[src/rtl/core/integer_to_ascii_radix_unit_defines.svh]
// ----------------------------------------------------------------------------
// Assertion macros for the integer to ASCII radix unit
// Checks are compiled out when NO_ASSERTIONS is defined.
// ----------------------------------------------------------------------------
`ifndef INTEGER_TO_ASCII_RADIX_UNIT_DEFINES_SVH
`define INTEGER_TO_ASCII_RADIX_UNIT_DEFINES_SVH

`ifndef NO_ASSERTIONS
// same-cycle implication, sampled on clk, off during reset
`define ITOA_ASSERT_NOW(lbl, ante, cons) \
    lbl: assert property (@(posedge clk) disable iff (!rst_n) (ante) |-> (cons)) \
        else $error("itoa check failed");
// next-cycle implication, sampled on clk, off during reset
`define ITOA_ASSERT_NEXT(lbl, ante, cons) \
    lbl: assert property (@(posedge clk) disable iff (!rst_n) (ante) |=> (cons)) \
        else $error("itoa check failed");
`else
`define ITOA_ASSERT_NOW(lbl, ante, cons)
`define ITOA_ASSERT_NEXT(lbl, ante, cons)
`endif

`endif

[src/rtl/core/itoa_pkg.sv]
// ----------------------------------------------------------------------------
// itoa_pkg
// Shared types, constants and helpers of the integer to ASCII radix unit.
// ----------------------------------------------------------------------------
package itoa_pkg;

    localparam int VALUE_WIDTH = 32;
    localparam int RADIX_W     = 6;
    localparam int CHAR_W      = 8;

    // divider retires this many quotient bits per cycle
    localparam int BITS_PER_CYCLE = 8;
    localparam int DIV_CYCLES     = (VALUE_WIDTH + BITS_PER_CYCLE - 1) / BITS_PER_CYCLE;
    localparam int PAD_W          = DIV_CYCLES * BITS_PER_CYCLE;
    localparam int STEP_W         = (DIV_CYCLES > 1) ? $clog2(DIV_CYCLES) : 1;

    // digit stack
    localparam int CNT_W = $clog2(VALUE_WIDTH + 1);
    localparam int IDX_W = $clog2(VALUE_WIDTH);

    // queue between front and back, depth a power of two
    localparam int Q_DEPTH = 2;
    localparam int Q_PTR_W = (Q_DEPTH > 1) ? $clog2(Q_DEPTH) : 1;
    localparam int Q_CNT_W = $clog2(Q_DEPTH + 1);

    localparam logic [RADIX_W-1:0] RADIX_MIN   = 6'd2;
    localparam logic [RADIX_W-1:0] RADIX_MAX   = 6'd36;
    localparam logic [RADIX_W-1:0] RADIX_RESET = 6'd10;

    localparam logic [CHAR_W-1:0] CHAR_ZERO  = 8'h30;
    localparam logic [CHAR_W-1:0] CHAR_NINE  = 8'h39;
    localparam logic [CHAR_W-1:0] CHAR_LOW_A = 8'h61;
    localparam logic [CHAR_W-1:0] CHAR_LOW_Z = 8'h7a;
    localparam logic [CHAR_W-1:0] CHAR_MINUS = 8'h2d;
    localparam logic [RADIX_W-1:0] DEC_DIGITS = 6'd10;

    typedef struct packed {
        logic [VALUE_WIDTH-1:0] mag;
        logic                   neg;
        logic [RADIX_W-1:0]     radix;
    } itoa_item_t;

    typedef struct packed {
        logic full;
        logic empty;
    } itoa_q_status_t;

    function automatic logic [CHAR_W-1:0] digit_char(input logic [RADIX_W-1:0] d);
        logic [CHAR_W-1:0] d_ext;
        d_ext = CHAR_W'(d);
        if (d < DEC_DIGITS)
        begin
            return CHAR_ZERO + d_ext;
        end
        return CHAR_LOW_A + d_ext - CHAR_W'(DEC_DIGITS);
    endfunction

endpackage

[src/rtl/core/itoa_ifs.sv]
// ----------------------------------------------------------------------------
// itoa channel interfaces
// Operand, text and configuration channels with valid/ready handshakes.
// ----------------------------------------------------------------------------
interface itoa_in_if;
    logic                             valid;
    logic                             ready;
    logic [itoa_pkg::VALUE_WIDTH-1:0] value;
    logic                             is_signed;

    modport source (output valid, output value, output is_signed, input ready);
    modport sink   (input valid, input value, input is_signed, output ready);
endinterface

interface itoa_out_if;
    logic                        valid;
    logic                        ready;
    logic [itoa_pkg::CHAR_W-1:0] character;
    logic                        last;

    modport source (output valid, output character, output last, input ready);
    modport sink   (input valid, input character, input last, output ready);
endinterface

interface itoa_cfg_if;
    logic                         valid;
    logic                         ready;
    logic [itoa_pkg::RADIX_W-1:0] radix;

    modport source (output valid, output radix, input ready);
    modport sink   (input valid, input radix, output ready);
endinterface

[src/rtl/core/integer_to_ascii_radix_unit.sv]
// ----------------------------------------------------------------------------
// integer_to_ascii_radix_unit
// Converts 32-bit operands to ASCII text in a programmable radix.
// ----------------------------------------------------------------------------
// Each operand is taken with a signed flag and returned as a stream of ASCII
// characters, one per item, most significant digit first, lowercase letters
// for digits above nine, a leading '-' for negative signed operands, and
// last set on the final character. The radix register (reset 10) clamps
// values below 2 to 2 and above 36 to 36; write it only while the unit is
// idle. A two-entry queue sits between the input classifier and the digit
// generator, so operands are accepted while an earlier one is converted.
// In the digit generator, each digit of an operand comes from a restoring
// divider that retires 8 quotient bits per cycle; the characters (one per
// digit, plus one for a sign) then follow one per cycle while text is ready.
// ----------------------------------------------------------------------------
`include "integer_to_ascii_radix_unit_defines.svh"

module integer_to_ascii_radix_unit (
    input  logic       clk,
    input  logic       rst_n,
    itoa_in_if.sink    operand,
    itoa_out_if.source text,
    itoa_cfg_if.sink   cfg
);

    logic                     push_valid;
    logic                     push_ready;
    itoa_pkg::itoa_item_t     push_item;
    logic                     pop_valid;
    logic                     pop_ready;
    itoa_pkg::itoa_item_t     pop_item;
    itoa_pkg::itoa_q_status_t q_status;

    itoa_front u_front (
        .clk        (clk),
        .rst_n      (rst_n),
        .operand    (operand),
        .cfg        (cfg),
        .push_valid (push_valid),
        .push_ready (push_ready),
        .push_item  (push_item)
    );

    itoa_queue u_queue (
        .clk        (clk),
        .rst_n      (rst_n),
        .push_valid (push_valid),
        .push_ready (push_ready),
        .push_item  (push_item),
        .pop_valid  (pop_valid),
        .pop_ready  (pop_ready),
        .pop_item   (pop_item),
        .status     (q_status)
    );

    itoa_back u_back (
        .clk       (clk),
        .rst_n     (rst_n),
        .pop_valid (pop_valid),
        .pop_ready (pop_ready),
        .pop_item  (pop_item),
        .text      (text)
    );

    `ITOA_ASSERT_NOW(a_accept_not_full, operand.valid && operand.ready, !q_status.full)
    `ITOA_ASSERT_NEXT(a_accept_queued, operand.valid && operand.ready, !q_status.empty)
    `ITOA_ASSERT_NOW(a_minus_not_last, text.valid && (text.character == itoa_pkg::CHAR_MINUS), !text.last)
    `ITOA_ASSERT_NOW(a_legal_char, text.valid, (text.character == itoa_pkg::CHAR_MINUS) || ((text.character >= itoa_pkg::CHAR_ZERO) && (text.character <= itoa_pkg::CHAR_NINE)) || ((text.character >= itoa_pkg::CHAR_LOW_A) && (text.character <= itoa_pkg::CHAR_LOW_Z)))

endmodule

[src/rtl/core/itoa_front.sv]
// ----------------------------------------------------------------------------
// itoa_front
// Holds the radix register, takes operands, forms sign and magnitude.
// ----------------------------------------------------------------------------
module itoa_front (
    input  logic                 clk,
    input  logic                 rst_n,
    itoa_in_if.sink              operand,
    itoa_cfg_if.sink             cfg,
    output logic                 push_valid,
    input  logic                 push_ready,
    output itoa_pkg::itoa_item_t push_item
);

    logic [itoa_pkg::RADIX_W-1:0]     radix_reg;
    logic [itoa_pkg::RADIX_W-1:0]     radix_next;
    logic [itoa_pkg::RADIX_W-1:0]     radix_eff;
    logic                             neg;
    logic [itoa_pkg::VALUE_WIDTH-1:0] mag;

    always_comb
    begin
        radix_next = radix_reg;
        if (cfg.valid)
        begin
            radix_next = cfg.radix;
        end
    end

    always_ff @(posedge clk or negedge rst_n)
    begin
        if (!rst_n)
        begin
            radix_reg <= itoa_pkg::RADIX_RESET;
        end
        else
        begin
            radix_reg <= radix_next;
        end
    end

    assign cfg.ready = 1'b1;

    always_comb
    begin
        radix_eff = radix_reg;
        if (radix_reg < itoa_pkg::RADIX_MIN)
        begin
            radix_eff = itoa_pkg::RADIX_MIN;
        end
        else if (radix_reg > itoa_pkg::RADIX_MAX)
        begin
            radix_eff = itoa_pkg::RADIX_MAX;
        end
    end

    // most negative value negates to itself, which is the right magnitude
    assign neg = operand.is_signed & operand.value[itoa_pkg::VALUE_WIDTH-1];
    assign mag = neg ? (~operand.value + 1'b1) : operand.value;

    assign push_valid      = operand.valid;
    assign operand.ready   = push_ready;
    assign push_item.mag   = mag;
    assign push_item.neg   = neg;
    assign push_item.radix = radix_eff;

endmodule

[src/rtl/core/itoa_queue.sv]
// ----------------------------------------------------------------------------
// itoa_queue
// Short FIFO of classified operands between front and back.
// ----------------------------------------------------------------------------
module itoa_queue (
    input  logic                     clk,
    input  logic                     rst_n,
    input  logic                     push_valid,
    output logic                     push_ready,
    input  itoa_pkg::itoa_item_t     push_item,
    output logic                     pop_valid,
    input  logic                     pop_ready,
    output itoa_pkg::itoa_item_t     pop_item,
    output itoa_pkg::itoa_q_status_t status
);

    itoa_pkg::itoa_item_t             entry_reg [itoa_pkg::Q_DEPTH];
    logic [itoa_pkg::Q_PTR_W-1:0]     wr_ptr_reg;
    logic [itoa_pkg::Q_PTR_W-1:0]     wr_ptr_next;
    logic [itoa_pkg::Q_PTR_W-1:0]     rd_ptr_reg;
    logic [itoa_pkg::Q_PTR_W-1:0]     rd_ptr_next;
    logic [itoa_pkg::Q_CNT_W-1:0]     count_reg;
    logic [itoa_pkg::Q_CNT_W-1:0]     count_next;
    logic                             do_push;
    logic                             do_pop;

    assign status.full  = (count_reg == itoa_pkg::Q_CNT_W'(itoa_pkg::Q_DEPTH));
    assign status.empty = (count_reg == '0);
    assign push_ready   = !status.full;
    assign pop_valid    = !status.empty;
    assign do_push      = push_valid && push_ready;
    assign do_pop       = pop_valid && pop_ready;
    assign pop_item     = entry_reg[rd_ptr_reg];

    always_comb
    begin
        wr_ptr_next = wr_ptr_reg;
        rd_ptr_next = rd_ptr_reg;
        count_next  = count_reg;
        if (do_push)
        begin
            wr_ptr_next = wr_ptr_reg + 1'b1;
        end
        if (do_pop)
        begin
            rd_ptr_next = rd_ptr_reg + 1'b1;
        end
        if (do_push && !do_pop)
        begin
            count_next = count_reg + 1'b1;
        end
        else if (do_pop && !do_push)
        begin
            count_next = count_reg - 1'b1;
        end
    end

    always_ff @(posedge clk or negedge rst_n)
    begin
        if (!rst_n)
        begin
            wr_ptr_reg <= '0;
            rd_ptr_reg <= '0;
            count_reg  <= '0;
        end
        else
        begin
            wr_ptr_reg <= wr_ptr_next;
            rd_ptr_reg <= rd_ptr_next;
            count_reg  <= count_next;
        end
    end

    always_ff @(posedge clk)
    begin
        if (do_push)
        begin
            entry_reg[wr_ptr_reg] <= push_item;
        end
    end

endmodule

[src/rtl/core/itoa_back.sv]
// ----------------------------------------------------------------------------
// itoa_back
// Digit generator: repeated division by the radix into a digit stack,
// then emission of sign and digits, most significant first.
// ----------------------------------------------------------------------------
module itoa_back (
    input  logic                 clk,
    input  logic                 rst_n,
    input  logic                 pop_valid,
    output logic                 pop_ready,
    input  itoa_pkg::itoa_item_t pop_item,
    itoa_out_if.source           text
);

    typedef enum logic [2:0] {
        ST_IDLE = 3'b001,
        ST_DIV  = 3'b010,
        ST_EMIT = 3'b100
    } back_state_t;

    back_state_t                      state_reg;
    back_state_t                      state_next;
    logic [itoa_pkg::PAD_W-1:0]       quo_reg;
    logic [itoa_pkg::PAD_W-1:0]       quo_next;
    logic [itoa_pkg::RADIX_W-1:0]     rem_reg;
    logic [itoa_pkg::RADIX_W-1:0]     rem_next;
    logic [itoa_pkg::RADIX_W-1:0]     radix_reg;
    logic [itoa_pkg::RADIX_W-1:0]     radix_next;
    logic                             neg_reg;
    logic                             neg_next;
    logic                             sign_pend_reg;
    logic                             sign_pend_next;
    logic [itoa_pkg::STEP_W-1:0]      step_reg;
    logic [itoa_pkg::STEP_W-1:0]      step_next;
    logic [itoa_pkg::CNT_W-1:0]       cnt_reg;
    logic [itoa_pkg::CNT_W-1:0]       cnt_next;
    logic [itoa_pkg::RADIX_W-1:0]     digit_reg [itoa_pkg::VALUE_WIDTH];
    logic                             out_valid_reg;
    logic                             out_valid_next;
    logic [itoa_pkg::CHAR_W-1:0]      out_char_reg;
    logic [itoa_pkg::CHAR_W-1:0]      out_char_next;
    logic                             out_last_reg;
    logic                             out_last_next;

    logic [itoa_pkg::PAD_W-1:0]       div_quo;
    logic [itoa_pkg::RADIX_W-1:0]     div_rem;
    logic                             digit_done;
    logic                             push_digit;
    logic                             load_ok;
    logic [itoa_pkg::CNT_W-1:0]       cnt_m1;
    logic [itoa_pkg::IDX_W-1:0]       top_idx;

    // restoring division, BITS_PER_CYCLE quotient bits per cycle
    always_comb
    begin
        logic [itoa_pkg::RADIX_W:0] trial;
        div_quo = quo_reg;
        div_rem = rem_reg;
        for (int i = 0; i < itoa_pkg::BITS_PER_CYCLE; i++)
        begin
            trial   = {div_rem, div_quo[itoa_pkg::PAD_W-1]};
            div_quo = {div_quo[itoa_pkg::PAD_W-2:0], 1'b0};
            if (trial >= {1'b0, radix_reg})
            begin
                div_rem    = itoa_pkg::RADIX_W'(trial - {1'b0, radix_reg});
                div_quo[0] = 1'b1;
            end
            else
            begin
                div_rem = trial[itoa_pkg::RADIX_W-1:0];
            end
        end
    end

    assign digit_done = (step_reg == itoa_pkg::STEP_W'(itoa_pkg::DIV_CYCLES - 1));
    assign push_digit = (state_reg == ST_DIV) && digit_done;
    assign load_ok    = !out_valid_reg || text.ready;
    assign cnt_m1     = cnt_reg - 1'b1;
    assign top_idx    = cnt_m1[itoa_pkg::IDX_W-1:0];
    assign pop_ready  = (state_reg == ST_IDLE);

    always_comb
    begin
        state_next     = state_reg;
        quo_next       = quo_reg;
        rem_next       = rem_reg;
        radix_next     = radix_reg;
        neg_next       = neg_reg;
        sign_pend_next = sign_pend_reg;
        step_next      = step_reg;
        cnt_next       = cnt_reg;
        out_valid_next = out_valid_reg;
        out_char_next  = out_char_reg;
        out_last_next  = out_last_reg;

        if (load_ok)
        begin
            out_valid_next = 1'b0;
        end

        case (state_reg)
            ST_IDLE:
            begin
                if (pop_valid)
                begin
                    quo_next   = itoa_pkg::PAD_W'(pop_item.mag);
                    rem_next   = '0;
                    radix_next = pop_item.radix;
                    neg_next   = pop_item.neg;
                    step_next  = '0;
                    cnt_next   = '0;
                    state_next = ST_DIV;
                end
            end
            ST_DIV:
            begin
                quo_next  = div_quo;
                rem_next  = div_rem;
                step_next = step_reg + 1'b1;
                if (digit_done)
                begin
                    step_next = '0;
                    rem_next  = '0;
                    cnt_next  = cnt_reg + 1'b1;
                    if (div_quo == '0)
                    begin
                        sign_pend_next = neg_reg;
                        state_next     = ST_EMIT;
                    end
                end
            end
            ST_EMIT:
            begin
                if (load_ok)
                begin
                    out_valid_next = 1'b1;
                    if (sign_pend_reg)
                    begin
                        out_char_next  = itoa_pkg::CHAR_MINUS;
                        out_last_next  = 1'b0;
                        sign_pend_next = 1'b0;
                    end
                    else
                    begin
                        out_char_next = itoa_pkg::digit_char(digit_reg[top_idx]);
                        out_last_next = (cnt_reg == itoa_pkg::CNT_W'(1));
                        cnt_next      = cnt_m1;
                        if (cnt_reg == itoa_pkg::CNT_W'(1))
                        begin
                            state_next = ST_IDLE;
                        end
                    end
                end
            end
            default:
            begin
                state_next = ST_IDLE;
            end
        endcase
    end

    always_ff @(posedge clk or negedge rst_n)
    begin
        if (!rst_n)
        begin
            state_reg     <= ST_IDLE;
            step_reg      <= '0;
            cnt_reg       <= '0;
            sign_pend_reg <= 1'b0;
            out_valid_reg <= 1'b0;
        end
        else
        begin
            state_reg     <= state_next;
            step_reg      <= step_next;
            cnt_reg       <= cnt_next;
            sign_pend_reg <= sign_pend_next;
            out_valid_reg <= out_valid_next;
        end
    end

    always_ff @(posedge clk)
    begin
        quo_reg      <= quo_next;
        rem_reg      <= rem_next;
        radix_reg    <= radix_next;
        neg_reg      <= neg_next;
        out_char_reg <= out_char_next;
        out_last_reg <= out_last_next;
        if (push_digit)
        begin
            digit_reg[cnt_reg[itoa_pkg::IDX_W-1:0]] <= div_rem;
        end
    end

    assign text.valid     = out_valid_reg;
    assign text.character = out_char_reg;
    assign text.last      = out_last_reg;

endmodule
[src/flat_wrapper.sv]
// flat-port wrapper written by rule: the top's interface ports become plain ports
module integer_to_ascii_radix_unit_flat 
  (clk, rst_n, operand_valid, operand_value, operand_is_signed, operand_ready, text_valid, text_character, text_last, text_ready, cfg_valid, cfg_radix, cfg_ready);
  itoa_in_if operand_i ();
  itoa_out_if text_i ();
  itoa_cfg_if cfg_i ();
  input  logic clk;
  input  logic rst_n;
  input wire logic [$bits(operand_i.valid)-1:0] operand_valid;
  input wire logic [$bits(operand_i.value)-1:0] operand_value;
  input wire logic [$bits(operand_i.is_signed)-1:0] operand_is_signed;
  output wire logic [$bits(operand_i.ready)-1:0] operand_ready;
  output wire logic [$bits(text_i.valid)-1:0] text_valid;
  output wire logic [$bits(text_i.character)-1:0] text_character;
  output wire logic [$bits(text_i.last)-1:0] text_last;
  input wire logic [$bits(text_i.ready)-1:0] text_ready;
  input wire logic [$bits(cfg_i.valid)-1:0] cfg_valid;
  input wire logic [$bits(cfg_i.radix)-1:0] cfg_radix;
  output wire logic [$bits(cfg_i.ready)-1:0] cfg_ready;
  assign operand_i.valid = operand_valid;
  assign operand_i.value = operand_value;
  assign operand_i.is_signed = operand_is_signed;
  assign operand_ready = operand_i.ready;
  assign text_valid = text_i.valid;
  assign text_character = text_i.character;
  assign text_last = text_i.last;
  assign text_i.ready = text_ready;
  assign cfg_i.valid = cfg_valid;
  assign cfg_i.radix = cfg_radix;
  assign cfg_ready = cfg_i.ready;
  integer_to_ascii_radix_unit u_core (.clk(clk), .rst_n(rst_n), .operand(operand_i), .text(text_i), .cfg(cfg_i));
endmodule
[config.mk]
export PLATFORM = sky130hd
export DESIGN_NAME = integer_to_ascii_radix_unit_flat
export DESIGN_NICKNAME = d
export VERILOG_FILES = /design/src/rtl/core/itoa_pkg.sv /design/src/rtl/core/itoa_ifs.sv /design/src/rtl/core/integer_to_ascii_radix_unit.sv /design/src/rtl/core/itoa_front.sv /design/src/rtl/core/itoa_queue.sv /design/src/rtl/core/itoa_back.sv /design/src/flat_wrapper.sv
export VERILOG_INCLUDE_DIRS = /design/src /design/src/rtl/core
export SDC_FILE = /design/constraint.sdc
export NUM_CORES = 1
export LEC_CHECK = 0
export BUFFER_PORTS_ARGS = -buffer_cell sky130_fd_sc_hd__buf_2
export CAP_MARGIN = 20
export CORE_MARGIN = 4
export CORE_UTILIZATION = 60
export CTS_CLUSTER_DIAMETER = 50
export DETAILED_ROUTE_END_ITERATION = 6
export PLACE_DENSITY = 0.77
export SYNTH_ARGS = -nofsm -noshare
export SYNTH_HDL_FRONTEND = slang
export SYNTH_SLANG_ARGS = --single-unit
[constraint.sdc]
create_clock -name clk -period 19.1 [get_ports clk]
set_input_delay 0.955 -clock clk [delete_from_list [all_inputs] [get_ports clk]]
set_output_delay 0.955 -clock clk [all_outputs]
set_load 0.03 [all_outputs]
==> results of run 1 <==
-- logic make-up after synthesis --
logic type               synth area share
flip-flops                          0.597
AND/OR/NAND/NOR                    0.0820
AO/OA/AOI/OAI                      0.0859
multiplexers                        0.126
buffers and inverters              0.0229
adder cells (fa/ha/maj)            0.0541
XOR/XNOR                           0.0320
other                            0.000217
-- final cells by class --
class                   instances  area, um2
clock buffers                  47        973
clock inverters                18        188
fillers                      1941       8840
inverters                      52        195
multi-input cells             781       6620
flip-flops and latches        347      10300
well taps                     378        473
repair buffers                 73        478
-- worst max-delay path by stage --
| stage | to | slack, ns | from |
|---|---|---|---|
| finish | u_core.u_back.sign_pend_reg$_DFFE_PN0P_ | 1.30 | u_core.u_back.radix_reg[1]$_DFFE_PP_ |
| global route | u_core.u_back.sign_pend_reg$_DFFE_PN0P_ | 0.14 | u_core.u_back.radix_reg[1]$_DFFE_PP_ |
| CTS | u_core.u_back.digit_reg[23][2]$_DFFE_PP_ | 0.96 | u_core.u_back.radix_reg[1]$_DFFE_PP_ |
| detailed placement | u_core.u_back.digit_reg[16][2]$_DFFE_PP_ | 1.0 | u_core.u_back.radix_reg[1]$_DFFE_PP_ |
| global placement | u_core.u_back.sign_pend_reg$_DFFE_PN0P_ | 1.59 | u_core.u_back.radix_reg[2]$_DFFE_PP_ |
| floorplan | u_core.u_back.digit_reg[0][0]$_DFFE_PP_ | 2.50 | u_core.u_back.radix_reg[1]$_DFFE_PP_ |
-- what timing repair did --
action | 4_1_cts | 5_1_grt
hold endpoints to repair | 0 | 0
resized for setup | 0 | 9
buffers inserted | 0 | 4
endpoints found under the setup margin | 0 | 195
-- critical path, delay by kind of cell, from the launching register on --
| kind | cells | cell delay [ns] |
|---|---|---|
| flip-flops | 1 | 0.33 |
| adder cells (fa/ha/maj) | 8 | 2.26 |
| AND/OR/NAND/NOR | 16 | 3.52 |
| multiplexers | 5 | 1.90 |
| buffers and inverters | 7 | 1.15 |
| AO/OA/AOI/OAI | 39 | 8.51 |
-- layer usage --
metal / wire length (um) / up-vias
li1: - / 4824
met1: 15900 / 5313
met2: 17900 / 384
met3: 2340 / 49
met4: 643 / 0
met5: 0 / -
-- cells in the final DEF, fill, tap and decap left out, drive strengths merged, types with 27 or more instances in the layout --
| master | netlist | routed |
|---|---|---|
| clkbuf | 31 | 47 |
| inv | 52 | 53 |
| buf | 16 | 73 |
| a21oi | 46 | 46 |
| nand2 | 75 | 75 |
| edfxtp | 324 | 324 |
| o21ai | 70 | 70 |
| nor2 | 85 | 85 |
| mux2i | 53 | 53 |
| ha | 61 | 61 |
| mux4 | 60 | 60 |
| xnor2 | 36 | 36 |
| xor2 | 27 | 27 |
-- per-stage QoR --
step	utilization	hold slack, ns	std cells	area (um2)
finish	0.685	0.425	1696	19200
global route	0.685	0.460	1696	19200
CTS	0.680	0.434	1689	19100
detailed placement	0.639	0.496	1624	17900
global placement	0.638	0.482	1623	17900
floorplan	-	0.461	1227	17300
==> metrics.txt, run 1 <==
# TYPE chip_impl_metric gauge
chip_impl_info{name="status",value="finished, final reports clean"} 1
chip_impl_metric{name="critPathArrivalTime",unit="ns"} 18.19
chip_impl_metric{name="slew_violations",unit=""} 0
chip_impl_metric{name="die-area",unit="um2"} 31500
chip_impl_metric{name="final.period_utilization",unit=""} 0.932
chip_impl_metric{name="grt_pass1_wl",unit="um"} 57700
chip_impl_metric{name="avgViaCountPerCell",unit=""} 6.23
chip_impl_metric{name="finalClockSkew",unit="ns"} 0.0276
chip_impl_metric{name="worst_slew_margin_rel",unit=""} 0.317
chip_impl_metric{name="design.final.nets",unit=""} 1404
chip_impl_info{name="worst_setup_path_end_kind",value="flip-flop"} 1
chip_impl_metric{name="cts-buffers-inserted",unit=""} 36
chip_impl_metric{name="avgSynthCellArea",unit="um2"} 14.1
chip_impl_info{name="cts_tree",value="yes"} 1
chip_impl_metric{name="ff2ff_setup_slack",unit="ns"} 1.30
chip_impl_metric{name="detail_route.first_pass.iterations",unit=""} 5
chip_impl_info{name="hold_class",value="input pin to asynchronous set/reset pin"} 1
chip_impl_metric{name="clk_pin_slew",unit="ns"} 0.06
chip_impl_metric{name="wirelength",unit="um"} 36800
chip_impl_info{name="worst_setup_path_start_kind",value="flip-flop"} 1
chip_impl_metric{name="num_rows",unit=""} 61
chip_impl_metric{name="synthesis.yosys.warnings",unit=""} 0
chip_impl_metric{name="synth-async-reset-ratio",unit=""} 0.0663
chip_impl_metric{name="num_vias",unit=""} 10600
chip_impl_metric{name="gr-total-overflow",unit=""} 0
chip_impl_metric{name="core",unit="um2"} 28100
chip_impl_metric{name="postLayoutSetupSlackWorst",unit="ns"} 1.30
chip_impl_metric{name="synth.ff_latch_count",unit=""} 347
chip_impl_metric{name="setup-tns-final",unit="ns"} 0
chip_impl_metric{name="clockBufferDepth",unit=""} 3
chip_impl_info{name="yosys-top-cells-count",value="sky130_fd_sc_hd__edfxtp_1 (324), sky130_fd_sc_hd__nor2_1 (85), sky130_fd_sc_hd__nand2_1 (74)"} 1
chip_impl_info{name="synth.area.top_cells",value="sky130_fd_sc_hd__edfxtp_1 (56%), sky130_fd_sc_hd__mux4_2 (7.8%), sky130_fd_sc_hd__ha_1 (4.4%)"} 1
chip_impl_metric{name="cts_hold_repair.buffers",unit=""} 0
chip_impl_metric{name="detail_route.drc_violations",unit=""} 0
chip_impl_metric{name="die_y",unit="um"} 178
chip_impl_metric{name="antenna_found_initial",unit=""} 0
chip_impl_info{name="timing.rr.start",value="u_core.u_back.radix_reg[1]$_DFFE_PP_"} 1
chip_impl_info{name="worst-setup-path-type",value="flip-flop to flip-flop"} 1
chip_impl_metric{name="critical_path_peak_fanout",unit=""} 13
chip_impl_metric{name="worstRegToRegCells",unit=""} 75
chip_impl_metric{name="grt_util_met2",unit=""} 0.380
chip_impl_metric{name="floorplan.initialDensity",unit=""} 0.615
chip_impl_metric{name="synth_nets",unit=""} 1340
chip_impl_metric{name="maximum_number_of_pins_on_one_net_before_global_route_repair",unit=""} 72
chip_impl_metric{name="maxCapViolCount",unit=""} 0
chip_impl_metric{name="cpPeakStageDelay",unit="ns"} 0.43
chip_impl_metric{name="max_freq",unit="MHz"} 56.2
chip_impl_metric{name="synth_edf_count",unit=""} 324
chip_impl_info{name="synth_top_flop_cell",value="sky130_fd_sc_hd__edfxtp_1"} 1
chip_impl_metric{name="fp.dieW",unit="um"} 178
chip_impl_metric{name="n_antenna_cell",unit=""} 0
chip_impl_metric{name="post-synth-top-area-fraction",unit=""} 0.564
chip_impl_metric{name="drt_first_iter_violations",unit=""} 1230
chip_impl_metric{name="hold_viol_final",unit=""} 0
chip_impl_metric{name="dp_slack",unit="ns"} 0.999
chip_impl_metric{name="place.port_buffers",unit=""} 54
chip_impl_metric{name="largest_reg_flops",unit=""} 192
chip_impl_metric{name="global_route.usage.met3",unit=""} 0.0366
chip_impl_metric{name="groute.layer.met1.usage",unit=""} 0.347
chip_impl_metric{name="synth-seq-area-share",unit=""} 0.597
chip_impl_metric{name="gp_routability_congestion",unit=""} 0.891
chip_impl_metric{name="worst_pin_slew",unit="ns"} 1.02
chip_impl_metric{name="route.detailed.wl_per_inst",unit="um"} 21.7
chip_impl_info{name="cpMaxStageDelayCell",value="sky130_fd_sc_hd__a311oi_4"} 1
chip_impl_metric{name="fraction_of_final_layout_cells_sized_beyond_drive_strength_1",unit=""} 0.198
chip_impl_info{name="worst_r2r_endpoint",value="u_core.u_back.sign_pend_reg$_DFFE_PN0P_"} 1
chip_impl_metric{name="first_global_vias",unit=""} 10300
chip_impl_metric{name="ys_types",unit=""} 74
chip_impl_info{name="rsz0062_at_grt",value="false"} 1
chip_impl_metric{name="ctsHtreeMaxLevel",unit=""} 2
chip_impl_metric{name="grt_util_all_layers",unit=""} 0.237
chip_impl_metric{name="synthesis.instances",unit=""} 1227
chip_impl_metric{name="io_pins",unit=""} 56
chip_impl_metric{name="critPathRequiredTime",unit="ns"} 19.49
chip_impl_metric{name="syn2layout_area_growth",unit="%"} 11.5
chip_impl_info{name="clock_tree.root_cell",value="sky130_fd_sc_hd__clkbuf_16"} 1
chip_impl_metric{name="worstSkewPairLatency",unit="ns"} 0.53
chip_impl_metric{name="setup_viol_count_final",unit=""} 0
chip_impl_metric{name="final_antenna_net_count",unit=""} 0
chip_impl_metric{name="syn-cell-area",unit="um2"} 17300
chip_impl_info{name="busiest_layer",value="met2"} 1
chip_impl_metric{name="dp.final_hpwl",unit="um"} 24200
chip_impl_info{name="netlist.top_cell.by_area",value="sky130_fd_sc_hd__edfxtp_1"} 1
chip_impl_info{name="synthMostInstantiatedCell",value="sky130_fd_sc_hd__edfxtp_1"} 1
chip_impl_metric{name="final_period_demand_of_the_worst_path",unit="ns"} 17.80
chip_impl_metric{name="clock_sinks",unit=""} 347
Power of run 1 is not shown: default switching activity piles up to over one toggle a cycle in this logic, so the estimate is an artifact.
==> inputs of run 2 (changes only) <==
--- a/config.mk
+++ b/config.mk
@@ -11,6 +11,5 @@
 export CORE_MARGIN = 4
-export CORE_UTILIZATION = 60
+export CORE_UTILIZATION = 45
 export CTS_CLUSTER_DIAMETER = 50
 export DETAILED_ROUTE_END_ITERATION = 6
-export PLACE_DENSITY = 0.77
 export SYNTH_ARGS = -nofsm -noshare
==> constraint.sdc (replaced) <==
create_clock -name clk -period 19.1 [get_ports clk]
set_input_delay 0 -clock clk [delete_from_list [all_inputs] [get_ports clk]]
set_output_delay 0 -clock clk [all_outputs]
set_load 0.03 [all_outputs]
==> run 2 against run 1 <==
Compared with the run above: setup slack worse by 0.12 ns; non-clock buffer count up 59; count of clock-buffer cells in the layout increased by 5; largest cell class unchanged.
==> metrics.txt, run 2 (same netlist as run 1, synthesis figures left out) <==
# TYPE chip_impl_metric gauge
chip_impl_info{name="status",value="finished, final reports clean"} 1
chip_impl_metric{name="floorplan.initialDensity",unit=""} 0.457
chip_impl_metric{name="finalClockSkew",unit="ns"} 0.0224
chip_impl_metric{name="dp_slack",unit="ns"} 0.732
chip_impl_metric{name="first_global_vias",unit=""} 10700
chip_impl_metric{name="wirelength",unit="um"} 38500
chip_impl_metric{name="grt_pass1_wl",unit="um"} 60900
chip_impl_metric{name="regArea",unit="um2"} 10300
chip_impl_metric{name="clock_sinks",unit=""} 347
chip_impl_info{name="worst-setup-path-type",value="flip-flop to flip-flop"} 1
chip_impl_metric{name="final_antenna_net_count",unit=""} 0
chip_impl_metric{name="core",unit="um2"} 37800
chip_impl_info{name="worst_setup_path_end_kind",value="flip-flop"} 1
chip_impl_metric{name="fraction_of_final_layout_cells_sized_beyond_drive_strength_1",unit=""} 0.198
chip_impl_metric{name="grt_util_met2",unit=""} 0.300
chip_impl_metric{name="antenna_found_initial",unit=""} 0
chip_impl_metric{name="num_rows",unit=""} 71
chip_impl_metric{name="route.detailed.wl_per_inst",unit="um"} 20.3
chip_impl_info{name="commonest_cells_after_routing_fill_and_taps_aside",value="sky130_fd_sc_hd__edfxtp_1 (324), sky130_fd_sc_hd__nor2_1 (83), sky130_fd_sc_hd__nand2_1 (73)"} 1
chip_impl_metric{name="grt_util_all_layers",unit=""} 0.187
chip_impl_metric{name="worst_pin_slew",unit="ns"} 0.996
chip_impl_metric{name="place.port_buffers",unit=""} 54
chip_impl_metric{name="die-area",unit="um2"} 41600
chip_impl_metric{name="clk_pin_slew",unit="ns"} 0.06
chip_impl_info{name="layout_commonest_cell",value="sky130_fd_sc_hd__edfxtp_1"} 1
chip_impl_metric{name="global_route.usage.met3",unit=""} 0.0295
chip_impl_metric{name="gp_routability_congestion",unit=""} 0.886
chip_impl_metric{name="io_pins",unit=""} 56
chip_impl_info{name="cts_tree",value="yes"} 1
chip_impl_metric{name="gr-total-overflow",unit=""} 0
chip_impl_metric{name="maxCapViolCount",unit=""} 0
chip_impl_metric{name="detail_route.drc_violations",unit=""} 0
chip_impl_metric{name="groute.layer.met1.usage",unit=""} 0.273
chip_impl_metric{name="critPathRequiredTime",unit="ns"} 19.51
chip_impl_info{name="busiest_layer",value="met2"} 1
chip_impl_metric{name="worst_slew_margin_rel",unit=""} 0.335
chip_impl_metric{name="ctsHtreeMaxLevel",unit=""} 2
chip_impl_metric{name="ff2ff_setup_slack",unit="ns"} 1.19
chip_impl_metric{name="largest_reg_flops",unit=""} 192
chip_impl_info{name="timing.rr.start",value="u_core.u_back.radix_reg[2]$_DFFE_PP_"} 1
chip_impl_metric{name="maximum_number_of_pins_on_one_net_before_global_route_repair",unit=""} 73
chip_impl_metric{name="avgViaCountPerCell",unit=""} 5.57
chip_impl_metric{name="cts-buffers-inserted",unit=""} 41
chip_impl_metric{name="cpPeakStageDelay",unit="ns"} 0.42
chip_impl_metric{name="die_y",unit="um"} 204
chip_impl_metric{name="dp.final_hpwl",unit="um"} 25500
chip_impl_info{name="hold_class",value="input pin to asynchronous set/reset pin"} 1
chip_impl_info{name="crit_start",value="u_core.u_back.radix_reg[2]$_DFFE_PP_"} 1
chip_impl_metric{name="fp.dieW",unit="um"} 204
chip_impl_metric{name="slew_violations",unit=""} 0
chip_impl_metric{name="worstRegToRegCells",unit=""} 76
chip_impl_metric{name="max_freq",unit="MHz"} 55.8
chip_impl_metric{name="syn2layout_area_growth",unit="%"} 16.6
chip_impl_metric{name="setup_viol_count_final",unit=""} 0
chip_impl_info{name="clock_tree.root_cell",value="sky130_fd_sc_hd__clkbuf_16"} 1
chip_impl_metric{name="clockBufferDepth",unit=""} 3
chip_impl_info{name="worst_setup_path_start_kind",value="flip-flop"} 1
chip_impl_metric{name="design.final.nets",unit=""} 1468
chip_impl_metric{name="num_vias",unit=""} 10600
chip_impl_metric{name="hold_viol_final",unit=""} 0
chip_impl_metric{name="multiInputGateArea",unit="um2"} 6610
chip_impl_metric{name="final_period_demand_of_the_worst_path",unit="ns"} 17.91
chip_impl_metric{name="critical_path_peak_fanout",unit=""} 13
chip_impl_metric{name="whs",unit="ns"} 0.0283
chip_impl_metric{name="final_core_util",unit=""} 0.533
chip_impl_metric{name="final.period_utilization",unit=""} 0.938
chip_impl_info{name="cpMaxStageDelayCell",value="sky130_fd_sc_hd__or3_4"} 1
chip_impl_metric{name="detail_route.first_pass.iterations",unit=""} 5
chip_impl_metric{name="critPathArrivalTime",unit="ns"} 18.33
chip_impl_metric{name="postLayoutSetupSlackWorst",unit="ns"} 1.19
chip_impl_metric{name="fillers",unit=""} 3061
chip_impl_metric{name="worstSkewPairLatency",unit="ns"} 0.54
chip_impl_metric{name="drt_first_iter_violations",unit=""} 657
-- run 2: final timing paths --
| check | endpoint |
|---|---|
| max | u_core.u_back.sign_pend_reg$_DFFE_PN0P_ |
| min | u_core.u_queue.wr_ptr_reg$_DFFE_PN0P_ |
| max reg2reg | u_core.u_back.sign_pend_reg$_DFFE_PN0P_ |
| min reg2reg | u_core.u_back.cnt_reg[5]$_DFFE_PN0P_ |
| max in group asynchronous | u_core.u_back.cnt_reg[0]$_DFFE_PN0P_ |
| min in group clk | u_core.u_queue.entry_reg[1][7]$_DFFE_PP_ |
-- run 2: cell type report --
cell class,count,area share
diodes,1,0.000124
inverters,52,0.00970
flip-flops and latches,347,0.513
multi-input cells,781,0.328
well taps,511,0.0318
clock inverters,22,0.0101
repair buffers,132,0.0511
clock buffers,52,0.0561
-- run 2: per-layer routing --
metal / vias up / wire length (um) / part of all wire
li1: 4965 / - / -
met1: 5282 / 17500 / 0.45
met2: 263 / 18200 / 0.47
met3: 54 / 2060 / 0.054
met4: 0 / 728 / 0.019
met5: - / 0 / 0
-- run 2: stage by stage --
step           setup TNS [ns]  instances  area [um2]
2_1_floorplan               0       1227       17300
3_3_place_gp                0       1761       18100
3_5_place_dp                0       1762       18100
6_report                    0       1898       20100
4_1_cts                     0       1890       20000
5_1_grt              -0.00105       1897       20100
-- run 2: critical path: cells and delay by family (launching register included) --
kind                       cells  cell delay, ns
muxes                          5            1.97
adders and majority gates      8            2.29
AOI/OAI and AO/OA             40            8.72
buffers and inverters          7            0.82
DFF                            1            0.32
and+or+nand+nor               16            3.64
-- run 2: timing repair --
action                                  in CTS  in global routing
gates resized for setup                      0                  4
buffers inserted                             0                  5
endpoints found under the setup margin       0                196
hold buffers                                54                  0
endpoints found under the hold margin       96                  0
Power of run 2 is left out for the same reason.
==> inputs of run 3 (changes only) <==
- PLACE_DENSITY: default -> 0.65
==> run 3 against run 2 <==
Compared with the run above: global-route usage decreased by 0.59 points; wire length decreased by 2.9%; sequential cell count unchanged; largest cell class unchanged; design area decreased by 0.30%.
==> metrics.txt, run 3 (same netlist as run 1, synthesis figures left out) <==
# TYPE chip_impl_metric gauge
chip_impl_metric{name="antenna_found_initial",unit=""} 0
chip_impl_metric{name="fillers",unit=""} 3082
chip_impl_metric{name="critPathRequiredTime",unit="ns"} 19.53
chip_impl_metric{name="fp.dieW",unit="um"} 204
chip_impl_metric{name="worst_slew_margin_rel",unit=""} 0.363
chip_impl_metric{name="die-area",unit="um2"} 41600
chip_impl_metric{name="clk_pin_slew",unit="ns"} 0.06
chip_impl_metric{name="critical_path.n_buffers_inverters",unit=""} 6
chip_impl_info{name="crit_start",value="u_core.u_back.radix_reg[5]$_DFFE_PP_"} 1
chip_impl_metric{name="grt_util_all_layers",unit=""} 0.181
chip_impl_metric{name="design.final.nets",unit=""} 1466
chip_impl_metric{name="gr-total-overflow",unit=""} 0
chip_impl_metric{name="final_period_demand_of_the_worst_path",unit="ns"} 17.96
chip_impl_metric{name="final.period_utilization",unit=""} 0.940
chip_impl_metric{name="max_freq",unit="MHz"} 55.7
chip_impl_metric{name="clockBufferDepth",unit=""} 3
chip_impl_metric{name="detail_route.first_pass.iterations",unit=""} 6
chip_impl_info{name="commonest_cells_after_routing_fill_and_taps_aside",value="sky130_fd_sc_hd__edfxtp_1 (324), sky130_fd_sc_hd__nor2_1 (83), sky130_fd_sc_hd__nand2_1 (74)"} 1
chip_impl_info{name="worst_setup_path_end_kind",value="flip-flop"} 1
chip_impl_metric{name="avgViaCountPerCell",unit=""} 5.55
chip_impl_metric{name="slew_violations",unit=""} 0
chip_impl_metric{name="num_vias",unit=""} 10500
chip_impl_metric{name="cpPeakStageDelay",unit="ns"} 0.42
chip_impl_info{name="critical-path-top-delay-family",value="compound AO/OA/AOI/OAI gates"} 1
chip_impl_metric{name="gp_routability_congestion",unit=""} 0.857
chip_impl_info{name="critPathCapture",value="u_core.u_back.sign_pend_reg$_DFFE_PN0P_"} 1
chip_impl_metric{name="ff2ff_setup_slack",unit="ns"} 1.14
chip_impl_metric{name="io_pins",unit=""} 56
chip_impl_metric{name="final_antenna_net_count",unit=""} 0
chip_impl_metric{name="setup_viol_count_final",unit=""} 0
chip_impl_metric{name="syn2layout_area_growth",unit="%"} 16.2
chip_impl_metric{name="worstSkewPairLatency",unit="ns"} 0.55
chip_impl_metric{name="cts-buffers-inserted",unit=""} 40
chip_impl_info{name="timing.rr.start",value="u_core.u_back.radix_reg[5]$_DFFE_PP_"} 1
chip_impl_metric{name="worst_pin_slew",unit="ns"} 0.955
chip_impl_metric{name="floorplan.initialDensity",unit=""} 0.457
chip_impl_metric{name="critical_path_cell_count",unit=""} 73
chip_impl_metric{name="n_antenna_cell",unit=""} 0
chip_impl_metric{name="num_rows",unit=""} 71
chip_impl_metric{name="die_y",unit="um"} 204
chip_impl_metric{name="core",unit="um2"} 37800
chip_impl_metric{name="largest_reg_flops",unit=""} 192
chip_impl_metric{name="dp.final_hpwl",unit="um"} 25200
chip_impl_metric{name="detail_route.drc_violations",unit=""} 0
chip_impl_info{name="cts_tree",value="yes"} 1
chip_impl_metric{name="ctsHtreeMaxLevel",unit=""} 2
chip_impl_metric{name="worstRegToRegCells",unit=""} 73
chip_impl_metric{name="fraction_of_final_layout_cells_sized_beyond_drive_strength_1",unit=""} 0.193
chip_impl_metric{name="critPathArrivalTime",unit="ns"} 18.39
chip_impl_info{name="layout_commonest_cell",value="sky130_fd_sc_hd__edfxtp_1"} 1
chip_impl_metric{name="drt_first_iter_violations",unit=""} 765
chip_impl_metric{name="finalClockSkew",unit="ns"} 0.0209
chip_impl_info{name="clock_tree.root_cell",value="sky130_fd_sc_hd__clkbuf_16"} 1
chip_impl_info{name="rsz0062_at_grt",value="false"} 1
chip_impl_metric{name="place.port_buffers",unit=""} 54
chip_impl_metric{name="hold_viol_final",unit=""} 0
chip_impl_info{name="hold_class",value="input pin to asynchronous set/reset pin"} 1
chip_impl_info{name="worst_r2r_endpoint",value="u_core.u_back.sign_pend_reg$_DFFE_PN0P_"} 1
chip_impl_metric{name="first_global_vias",unit=""} 10600
chip_impl_info{name="worst-setup-path-type",value="flip-flop to flip-flop"} 1
chip_impl_metric{name="grt_pass1_wl",unit="um"} 59700
chip_impl_metric{name="maximum_number_of_pins_on_one_net_before_global_route_repair",unit=""} 72
chip_impl_metric{name="critical_path_peak_fanout",unit=""} 13
chip_impl_metric{name="clock_sinks",unit=""} 347
chip_impl_metric{name="route.detailed.wl_per_inst",unit="um"} 19.7
chip_impl_info{name="status",value="finished, final reports clean"} 1
chip_impl_metric{name="maxCapViolCount",unit=""} 0
chip_impl_metric{name="wirelength",unit="um"} 37400
chip_impl_info{name="worst_setup_path_start_kind",value="flip-flop"} 1
chip_impl_info{name="cpMaxStageDelayCell",value="sky130_fd_sc_hd__or3_4"} 1
chip_impl_metric{name="setup-tns-final",unit="ns"} 0
-- run 3: worst min-delay path by stage --
stage / startpoint / end / slack, ns
after floorplan: rst_n / asynchronous set/reset pin / -0.30
after global placement: rst_n / u_core.u_front.radix_reg[4]$_DFFE_PN0P_ / 0.04
after detailed placement: rst_n / u_core.u_front.radix_reg[4]$_DFFE_PN0P_ / 0.04
after CTS: rst_n / u_core.u_back.step_reg[0]$_DFFE_PN0P_ / 0.003
after global routing: rst_n / u_core.u_front.radix_reg[2]$_DFFE_PN0P_ / 0.06
final: rst_n / u_core.u_front.radix_reg[4]$_DFFE_PN0P_ / 0.00004
-- run 3: layout make-up --
cell class	instances	area (um2)	area share
timing repair buffer	131	1020	0.0506
inverter	52	195	0.00973
clock inverter	24	253	0.0126
sequential	347	10300	0.514
clock buffer	49	1040	0.0521
multi-input combinational	781	6600	0.329
tap	511	639	0.0319
-- run 3: worst reg2reg max path: cells and delay by family (launching register included) --
family                     cells  cell delay (ns)
and+or+nand+nor               15             3.52
AOI/OAI and AO/OA             38             8.32
DFF                            1             0.37
muxes                          6             2.36
adders and majority gates      8             2.27
buffers and inverters          6             0.99
-- run 3: routing by layer --
metal / vias up / share of wire / track usage
met2: 258 / 0.47 / 0.289
li1: 4970 / - / -
met1: 5226 / 0.46 / 0.267
met5: - / 0 / 0
met3: 59 / 0.047 / 0.0236
met4: 0 / 0.021 / 0.0477
-- run 3: what timing repair did --
action | in CTS | in global routing
setup buffers | 0 | 5
endpoints found under the setup margin | 0 | 202
resized for setup | 0 | 2
hold endpoints to repair | 95 | 0
hold buffers | 53 | 0
-- run 3: per-stage QoR --
stage	hold slack [ns]	area (um2)	util	cells	setup slack [ns]
after floorplan	-0.296	17300	-	1227	2.50
after global placement	0.0392	18100	0.480	1761	1.02
after detailed placement	0.0418	18100	0.480	1761	0.502
after CTS	0.00312	20000	0.529	1887	0.334
after global routing	0.0630	20100	0.531	1895	0.0136
final	0.0000354	20100	0.531	1895	1.14
Power of run 3 is left out for the same reason.
